==> config.mk <==
export PLATFORM = sky130hd
export DESIGN_NAME = websocket_frame_parser
export DESIGN_NICKNAME = d
export VERILOG_FILES = /design/src/rtl/wsfp_pkg.sv /design/src/rtl/websocket_frame_parser.sv
export SDC_FILE = /design/constraint.sdc
export NUM_CORES = 1
export LEC_CHECK = 0
export BUFFER_PORTS_ARGS = -buffer_cell sky130_fd_sc_hd__buf_2
export CORE_MARGIN = 3
export CORE_UTILIZATION = 58
export CTS_CLUSTER_SIZE = 25
export DETAILED_ROUTE_END_ITERATION = 12
export GPL_TIMING_DRIVEN = 0
export PLACE_DENSITY = 0.89
export REMOVE_ABC_BUFFERS = 1
export SLEW_MARGIN = 20
export SYNTH_ARGS = -nofsm -noshare
export SYNTH_HDL_FRONTEND = slang
export SYNTH_SLANG_ARGS = --single-unit
==> constraint.sdc <==
create_clock -name clock -period 5.2 [get_ports clock]
set_input_delay 0.52 -clock clock [delete_from_list [all_inputs] [get_ports clock]]
set_output_delay 0.52 -clock clock [all_outputs]
set_load 0.01 [all_outputs]
==> src/rtl/wsfp_pkg.sv <==
package wsfp_pkg;

   localparam int LenW = 63;
   localparam int KeyW = 32;

   typedef enum logic [2:0] {
      PH_FIRST = 3'd0,
      PH_LEN7  = 3'd1,
      PH_LEN16 = 3'd2,
      PH_LEN64 = 3'd3,
      PH_KEY   = 3'd4,
      PH_DATA  = 3'd5
   } phase_type;

   typedef enum logic [1:0] {
      FEND_NONE  = 2'd0,
      FEND_MORE  = 2'd1,
      FEND_FINAL = 2'd2
   } frame_end_type;

   localparam logic [3:0] OP_TEXT   = 4'h1;
   localparam logic [3:0] OP_BINARY = 4'h2;

   localparam logic [6:0] LEN7_EXT16 = 7'd126;
   localparam logic [6:0] LEN7_EXT64 = 7'd127;

   localparam logic [2:0] LAST_LEN16_BYTE = 3'd1;
   localparam logic [2:0] LAST_LEN64_BYTE = 3'd7;
   localparam logic [2:0] LAST_KEY_BYTE   = 3'd3;

endpackage

==> src/rtl/websocket_frame_parser.sv <==
// WebSocket frame parser: takes one stream byte per transaction on the req_ channel and returns
// exactly one result per byte on the rsp_ channel, registered in the cycle after acceptance. Header bytes
// come back raw with the header fields decoded so far; payload bytes come back with
// rsp_is_payload set and, for text and binary frames with the mask bit set, unmasked with the
// 4-byte key. The byte that completes a frame carries rsp_frame_end (1: FIN clear, 2: FIN set);
// an empty frame ends on its last header byte. The top bit of a 64-bit extended length is
// dropped. Throughput is one byte per cycle while req_stall is low; the path that sets the
// clock is the 63-bit payload index increment and its compare with the frame length. The output
// register is refilled in the same cycle it is drained, so req_stall only rises while a result
// is held by rsp_stall.
module websocket_frame_parser
   import wsfp_pkg::*;
(
   input  logic            clock,
   input  logic            reset,
   input  logic            req_valid,
   output logic            req_stall,
   input  logic [7:0]      req_in_byte,
   output logic            rsp_valid,
   input  logic            rsp_stall,
   output logic [7:0]      rsp_out_byte,
   output logic            rsp_is_payload,
   output logic [1:0]      rsp_frame_end,
   output logic            rsp_fin_flag,
   output logic [2:0]      rsp_rsv_bits,
   output logic [3:0]      rsp_frame_opcode,
   output logic            rsp_masked_flag,
   output logic [LenW-1:0] rsp_payload_length
);

   phase_type       phase_ff, phase_in;
   logic            fin_ff, fin_in;
   logic [2:0]      rsv_ff, rsv_in;
   logic [3:0]      opcode_ff, opcode_in;
   logic            mask_ff, mask_in;
   logic [LenW-1:0] length_ff, length_in;
   logic [2:0]      count_ff, count_in;
   logic [KeyW-1:0] key_ff, key_in;
   logic [LenW-1:0] index_ff, index_in;

   logic [LenW-1:0] index_inc;
   logic [7:0]      key_byte;
   logic [6:0]      len7;
   logic            header_end;
   logic            data_end;
   frame_end_type   fend_in;
   logic [7:0]      obyte_in;
   logic            is_pay_in;

   logic            rsp_valid_ff;
   logic [7:0]      rsp_byte_ff;
   logic            rsp_pay_ff;
   frame_end_type   rsp_fend_ff;
   logic            rsp_fin_ff;
   logic [2:0]      rsp_rsv_ff;
   logic [3:0]      rsp_opcode_ff;
   logic            rsp_mask_ff;
   logic [LenW-1:0] rsp_length_ff;

   logic            req_accept;

   assign req_stall  = rsp_valid_ff && rsp_stall;
   assign req_accept = req_valid && !req_stall;

   assign len7      = req_in_byte[6:0];
   assign index_inc = index_ff + LenW'(1);
   assign data_end  = (index_inc >= length_ff);

   always_comb begin
      case (index_ff[1:0])
         2'd0:    key_byte = key_ff[31:24];
         2'd1:    key_byte = key_ff[23:16];
         2'd2:    key_byte = key_ff[15:8];
         default: key_byte = key_ff[7:0];
      endcase
   end

   // Datapath: next header fields, length, key and index.
   always_comb begin
      fin_in     = fin_ff;
      rsv_in     = rsv_ff;
      opcode_in  = opcode_ff;
      mask_in    = mask_ff;
      length_in  = length_ff;
      count_in   = count_ff;
      key_in     = key_ff;
      index_in   = index_ff;
      obyte_in   = req_in_byte;
      is_pay_in  = 1'b0;
      header_end = 1'b0;
      case (phase_ff)
         PH_LEN7: begin
            mask_in  = req_in_byte[7];
            count_in = 3'd0;
            if (len7 == LEN7_EXT16 || len7 == LEN7_EXT64) begin
               length_in = '0;
            end else begin
               length_in  = LenW'(len7);
               header_end = !req_in_byte[7];
            end
         end
         PH_LEN16: begin
            length_in = LenW'({length_ff[7:0], req_in_byte});
            if (count_ff >= LAST_LEN16_BYTE) begin
               count_in   = 3'd0;
               header_end = !mask_ff;
            end else begin
               count_in = count_ff + 3'd1;
            end
         end
         PH_LEN64: begin
            length_in = {length_ff[LenW-9:0], req_in_byte};
            if (count_ff >= LAST_LEN64_BYTE) begin
               count_in   = 3'd0;
               header_end = !mask_ff;
            end else begin
               count_in = count_ff + 3'd1;
            end
         end
         PH_KEY: begin
            key_in = {key_ff[KeyW-9:0], req_in_byte};
            if (count_ff >= LAST_KEY_BYTE) begin
               count_in   = 3'd0;
               header_end = 1'b1;
            end else begin
               count_in = count_ff + 3'd1;
            end
         end
         PH_DATA: begin
            is_pay_in = 1'b1;
            if (mask_ff && (opcode_ff == OP_TEXT || opcode_ff == OP_BINARY)) begin
               obyte_in = req_in_byte ^ key_byte;
            end
            index_in = index_inc;
         end
         default: begin
            fin_in    = req_in_byte[7];
            rsv_in    = req_in_byte[6:4];
            opcode_in = req_in_byte[3:0];
            mask_in   = 1'b0;
            length_in = '0;
            index_in  = '0;
            count_in  = 3'd0;
         end
      endcase
      if (header_end) begin
         index_in = '0;
      end
   end

   // Next phase.
   always_comb begin
      phase_in = phase_ff;
      case (phase_ff)
         PH_LEN7: begin
            if (len7 == LEN7_EXT16) begin
               phase_in = PH_LEN16;
            end else if (len7 == LEN7_EXT64) begin
               phase_in = PH_LEN64;
            end else if (req_in_byte[7]) begin
               phase_in = PH_KEY;
            end
         end
         PH_LEN16: begin
            if (count_ff >= LAST_LEN16_BYTE && mask_ff) begin
               phase_in = PH_KEY;
            end
         end
         PH_LEN64: begin
            if (count_ff >= LAST_LEN64_BYTE && mask_ff) begin
               phase_in = PH_KEY;
            end
         end
         PH_KEY:  phase_in = phase_ff;
         PH_DATA: begin
            if (data_end) begin
               phase_in = PH_FIRST;
            end
         end
         default: phase_in = PH_LEN7;
      endcase
      if (header_end) begin
         phase_in = (length_in == '0) ? PH_FIRST : PH_DATA;
      end
   end

   // Frame end code.
   always_comb begin
      if ((header_end && length_in == '0) || (phase_ff == PH_DATA && data_end)) begin
         fend_in = fin_ff ? FEND_FINAL : FEND_MORE;
      end else begin
         fend_in = FEND_NONE;
      end
   end

   always_ff @(posedge clock) begin
      if (reset) begin
         phase_ff  <= PH_FIRST;
         fin_ff    <= 1'b0;
         rsv_ff    <= 3'd0;
         opcode_ff <= 4'd0;
         mask_ff   <= 1'b0;
         length_ff <= '0;
         count_ff  <= 3'd0;
         key_ff    <= '0;
         index_ff  <= '0;
      end else if (req_accept) begin
         phase_ff  <= phase_in;
         fin_ff    <= fin_in;
         rsv_ff    <= rsv_in;
         opcode_ff <= opcode_in;
         mask_ff   <= mask_in;
         length_ff <= length_in;
         count_ff  <= count_in;
         key_ff    <= key_in;
         index_ff  <= index_in;
      end
   end

   always_ff @(posedge clock) begin
      if (reset) begin
         rsp_valid_ff <= 1'b0;
      end else if (req_accept) begin
         rsp_valid_ff <= 1'b1;
      end else if (!rsp_stall) begin
         rsp_valid_ff <= 1'b0;
      end
   end

   always_ff @(posedge clock) begin
      if (req_accept) begin
         rsp_byte_ff   <= obyte_in;
         rsp_pay_ff    <= is_pay_in;
         rsp_fend_ff   <= fend_in;
         rsp_fin_ff    <= fin_in;
         rsp_rsv_ff    <= rsv_in;
         rsp_opcode_ff <= opcode_in;
         rsp_mask_ff   <= mask_in;
         rsp_length_ff <= length_in;
      end
   end

   assign rsp_valid          = rsp_valid_ff;
   assign rsp_out_byte       = rsp_byte_ff;
   assign rsp_is_payload     = rsp_pay_ff;
   assign rsp_frame_end      = rsp_fend_ff;
   assign rsp_fin_flag       = rsp_fin_ff;
   assign rsp_rsv_bits       = rsp_rsv_ff;
   assign rsp_frame_opcode   = rsp_opcode_ff;
   assign rsp_masked_flag    = rsp_mask_ff;
   assign rsp_payload_length = rsp_length_ff;

   // A payload byte always produces a payload result.
   a_data_is_payload: assert property (@(posedge clock) disable iff (reset)
      req_accept && phase_ff == PH_DATA |=> rsp_valid && rsp_is_payload)
      else $error("payload byte did not yield a payload result");

   // A completed frame returns the parser to the first header byte.
   a_end_restarts: assert property (@(posedge clock) disable iff (reset)
      req_accept && fend_in != FEND_NONE |=> phase_ff == PH_FIRST)
      else $error("frame end did not restart the header walk");

   // The payload phase is never entered with an empty frame.
   a_data_nonempty: assert property (@(posedge clock) disable iff (reset)
      phase_ff == PH_DATA |-> length_ff != '0)
      else $error("payload phase with zero length");

   // A final frame end reports the FIN bit.
   a_final_has_fin: assert property (@(posedge clock) disable iff (reset)
      rsp_valid && rsp_frame_end == FEND_FINAL |-> rsp_fin_flag)
      else $error("final frame end without FIN");

   // A result waiting on rsp_stall blocks the next transaction.
   a_stall_holds: assert property (@(posedge clock) disable iff (reset)
      rsp_valid && rsp_stall |-> req_stall)
      else $error("input accepted while result held");

endmodule
== Word level (Yosys, flattened, before mapping) ==
Index checks and enable logic that the tools add are counted.
Operators by class
  $add $sub $neg: 2
  bitwise operators: 2
  reductions and logical operators: 23
  mux-type cells: 33
  eq/ne operators: 18
  $lt $le $gt $ge: 4
Operators by type and width (count)
  $pmux W63 S4: 1
  $pmux W63 S2: 1
  $add A63 B1 Y63 const B: 1
  $ge A63 B63 Y1: 1
  $logic_not A63 Y1: 1
  $mux W63: 1
  $mux W3: 12
  $pmux W8 S3: 1
  $mux W8: 2
  $pmux W3 S5: 1
  $eq A7 B7 Y1 const B: 2
  $pmux W3 S4: 1
  $ne A3 B3 Y1 const B: 3
  $mux W1: 8
  $reduce_or A4 Y1: 2
  $xor A8 B8 Y8: 1
  $logic_and A1 B1 Y1: 7
  $mux W7: 1
  $eq A3 B2 Y1 const B: 2
  $eq A3 B3 Y1 const B: 2
  $reduce_and A2 Y1: 3
  $reduce_and A6 Y1: 1
  $ne A5 B5 Y1 const B: 1
  $reduce_or A5 Y1: 1
  20 further kinds: 25
Storage, ports and cells
  output and inout bits: 85
  bits of input ports: 12
  bits in registers: 257

== Logic depth before layout (Yosys ltp) ==
  depth in word-level cells: 7
  mapped depth: 16
  gate-level depth less buffers: 15

== Least setup slack after synthesis ==
Ideal clock, no wire load.
  kind: reg2reg
  from: register index_ff[0]
  to: register phase_ff[1]
  period minus slack after synthesis: 4.303 ns
  required time: 5.079 ns
  path buffers: 1
  cell stages (with the launch flop): 16
  setup slack: 0.897 ns
  data arrival time: 4.182 ns
  cells stage by stage: dfxtp_1 > ha_1 > and3_1 > nand3_1 > or4_1 > clkbuf_1 > or2_2 > xnor2_1 > ha_1 > nand4_1 > inv_1 > a221o_1 > a2111oi_0 > a311oi_1 > o31ai_1 > mux2_2
Between the ends
  word-level cells in the longest chain between the ends: 4
RTL lines
  start, declared: line websocket_frame_parser.sv:39  | logic [LenW-1:0] index_ff, index_in;
  start signal, assigned: line websocket_frame_parser.sv:216  | index_ff <= index_in;
  $add A63 B1 Y63: line websocket_frame_parser.sv:66  | assign index_inc = index_ff + LenW'(1);
  $ge A63 B63 Y1: line websocket_frame_parser.sv:67  | assign data_end = (index_inc >= length_ff);
  $ne A3 B3 Y1 (no source line)
  $reduce_and A6 Y1 (no source line)
  end signal, assigned: line websocket_frame_parser.sv:208  | phase_ff <= phase_in;
  end, declared: line websocket_frame_parser.sv:31  | phase_type phase_ff, phase_in;
No other way between the ends.
A chain may end at the register's enable or synchronous reset.

== Final worst setup path ==
Same ends and word-level chain as after synthesis.

==> impl_metrics.yaml <==
outcome:
  run_status: "finished, final reports clean"
clock_tree:
  clk_path_buf_depth: 3
  postCtsHoldBufs: 0
  clock_pin_slew_on_the_worst_setup_and_hold_paths_ns: 0.06
  clkLatencyLatePin_ns: 0.53
  cts_inserted_buffers: 25
  clock_tree.root_cell: "clkbuf_16"
  tritoncts_clock_tree: "yes"
  h-tree-depth: 1
  clkSinkCount: 257
grt:
  gr-total-overflow: 0
  grt_pass1_wl_um: 56000
  grt_antenna_before_repair: 0
  grtUsageTotal: 0.276
  via_count_of_the_first_global_routing_pass: 10800
  grt_start_max_net_pins: 130
sta:
  fin_crit_sh: 0.951
  final_hold_viol_count: 0
  worstMarginPinSlew_ns: 1.13
  final_critical_path_setup_slack_ns: 0.255
  slew-limit-headroom: 0.245
  clock.fmax_mhz: 202
  final_max_slew_viol_count: 0
  rsz0062_at_grt: "no"
  layout_min_cycle_time_ns: 4.94
  fin_skew_ns: 0.0203
  finalSetupViolations: 0
synthesis:
  post_synthesis_mux_area_share: 0.00985
  synth_top_area_cell: "dfxtp_1"
  synth-adder-area-share: 0.0694
  ys_warn_count: 0
  ff_latch_count_synth: 257
  synth_cells: 1540
  post_synthesis_share_of_cell_area_spent_on_and_or_nand_and_nor_gates: 0.195
  yosysMostFrequentCell: "nand2_1"
  post_synth_instance_area_um2: 13300
  flip_flop_cell_with_the_highest_count_after_synthesis: "dfxtp_1"
  synth_top_family_by_area: "simple AND/OR/NAND/NOR gates"
  post_synth_num_cell_types: 64
  biggest_area_contributors_in_the_synthesized_netlist: "dfxtp_1 26%, edfxtp_1 19%, ha_1 6.9%"
  synthDominantCellAreaShare: 0.261
  asyncSetResetFlopFracSynth: 0
  yosys-top-cells-count: "233 x nand2_1, 174 x dfxtp_1, 139 x a21oi_1"
  synth-xor-area-share: 0.0466
  synth-seq-area-share: 0.448
  postSynthAreaPerCell_um2: 8.66
  post_synthesis_compound_gate_area_fraction: 0.178
  number_of_flops_mapped_to_enable_cells_by_yosys: 83
setup_path:
  timing.critical_path.buf_inv: 0
  arrival_ns: 5.36
  reg2reg_to: "phase_ff[1]"
  top_family_by_delay_on_critical_path: "simple AND/OR/NAND/NOR gates"
  crit_path_end_kind: "flop"
  reg2reg_depth: 15
  setup.reg_to_reg.worst_slack_ns: 0.26
  crit_required_ns: 5.62
  cp.depth: 15
  critPathKind: "reg -> reg"
  timing.critical_path.slowest_cell_delay_ns: 0.68
  regToRegStartpoint: "index_ff[0]"
  timing.critical_path.fanout_max: 9
  critical_path_cell_list: "ha_1, and3_1, nand3_1, or4_4, nor2_2, nand3_1, xnor2_1, ha_1, nand4_1, nor3_1, a221o_1, o31ai_1, o2111ai_2, o31ai_4, mux2_2"
  cp_slowest_cell: "or4_4"
  cp-start-kind: "flop"
floorplanning:
  start_util: 0.600
  die_area_um2: 24800
  core_area_um2: 22200
  design.portCount: 97
  die_h_um: 158
  placementRows: 54
  die_w_um: 158
pwr:
  irDropWorstVdd_mv: 0.180
  p_per_area_nw_per_um2: 304
  power.static_leakage_nw: 5.84
  p_total_mw: 4.54
detailed_routing:
  detail_route.vias_per_cell: 6.36
  final_antenna_net_count: 0
  detailroute.via_count: 12000
  drt_iter0_drc: 1350
  detail_route.drc_violations: 0
  detail_route.wl_per_cell_um: 18.8
  number_of_detailed_route_iterations_in_the_first_pass: 5
  finalWirelength_um: 35400
placement:
  place.detailed.hpwl_um: 24400
  io_buffer_count: 96
  place_inst: 1837
  place_ws_ns: -0.293
  gp_routability_congestion: 0.886
layout:
  areaGrowthSynthToFinish_pct: 12.0
  antennaDiodeCount: 0
  drive_gt1_frac: 0.113
  nNetsFinal: 1670
  final_cell_count_no_fill: 1883
min_path:
  worstHoldPathType: "in -> reg"
  hold_path_sink: "rsp_valid"
  worst_hold_startpoint: "req_valid"
  whs_path_depth: 2
run:
  max-cap-violations: 0
worst max path at each step:
stage	start	endpoint	slack, ns
6_report	index_ff[0]	phase_ff[1]	0.26
5_1_grt	index_ff[0]	phase_ff[1]	0.09
4_1_cts	index_ff[0]	phase_ff[1]	0.03
3_5_place_dp	index_ff[0]	phase_ff[1]	-0.29
3_3_place_gp	rsp_stall	index_ff[44]	-4.92
2_1_floorplan	rsp_stall	index_ff[44]	-1.79
cells in the final DEF (no fill, tap or decap), types with 4 or more instances in the layout:
cell type     n
a211oi_1     37
a21o_1        5
a21oi_1     139
a222oi_1      8
a22o_1       11
a22oi_1      35
a31oi_1      11
a32o_1        7
and2_1        4
and3_1       17
and4_1       12
buf_16        4
buf_2        95
clkbuf_16    26
clkinv_4      5
clkinvlp_4    4
dfxtp_1     174
edfxtp_1     83
ha_1         73
inv_1       104
mux2_2        9
nand2_1     231
nand3_1      47
nand4_1      31
nor2_1      112
nor3_1       28
nor4_1       14
o21ai_0      89
o31ai_1      11
or3_1        15
or4_1         9
xnor2_1      50
xor2_1       21
layout make-up:
cell class / instances / area (um2)
Clock buffer: 30 / 676
Timing Repair Buffer: 101 / 604
Inverter: 105 / 402
Multi-Input combinational cell: 1094 / 6760
Fill cell: 1612 / 7300
Sequential cell: 257 / 5980
Tap cell: 280 / 350
Clock inverter: 16 / 166
per-layer routing:
layer / GRT usage / share of wire / wire [um]
met5: 0 / 0 / 0
met4: 0.0884 / 0.033 / 1150
met3: 0.0511 / 0.10 / 3530
met2: 0.446 / 0.46 / 16100
met1: 0.378 / 0.41 / 14600
kinds of logic after synthesis:
| family | Yosys count |
|---|---|
| fa+ha+maj | 74 |
| xor+xnor | 71 |
| flops | 257 |
| simple gates | 554 |
| mux | 12 |
| buf+inv | 189 |
| compound gates | 383 |
flip-flops by register name, summed over array words and instances (netlist names):
signal and count:
mask_ff 1, rsp_frame_end 2, rsp_rsv_bits 3, rsp_out_byte 8
rsp_payload_length 63, rsv_ff 3, opcode_ff 4, rsp_is_payload 1
phase_ff 3, length_ff 63, rsp_masked_flag 1, count_ff 3
rsp_fin_flag 1, rsp_valid 1, index_ff 63, rsp_frame_opcode 4
fin_ff 1, key_ff 32
power breakdown:
part | internal (mW) | total, mW | switching, mW | leakage [nW]
Clock | 1.04 | 1.85 | 0.804 | 0.401
Combinational | 0.162 | 0.493 | 0.331 | 3.19
Sequential | 2.15 | 2.20 | 0.0507 | 2.25
Total | 3.35 | 4.54 | 1.19 | 5.84
per-stage QoR:
stage / setup TNS (ns) / utilization / hold slack, ns / cell area, um2
5_1_grt: 0 / 0.672 / 0.260 / 14900
2_1_floorplan: -113.03 / - / 0.430 / 13000
3_5_place_dp: -0.462 / 0.631 / 0.447 / 14000
3_3_place_gp: -658.27 / 0.623 / 0.442 / 13800
6_report: 0 / 0.672 / 0.267 / 14900
4_1_cts: 0 / 0.669 / 0.256 / 14900
what timing repair did:
item	4_1_cts	5_1_grt
endpoints found under the setup margin	4	5
resized for setup	2	11
setup buffers	0	0
pin swaps	0	0
hold endpoints to repair	0	0
No activity file was read; power rests on OpenSTA's default activity.
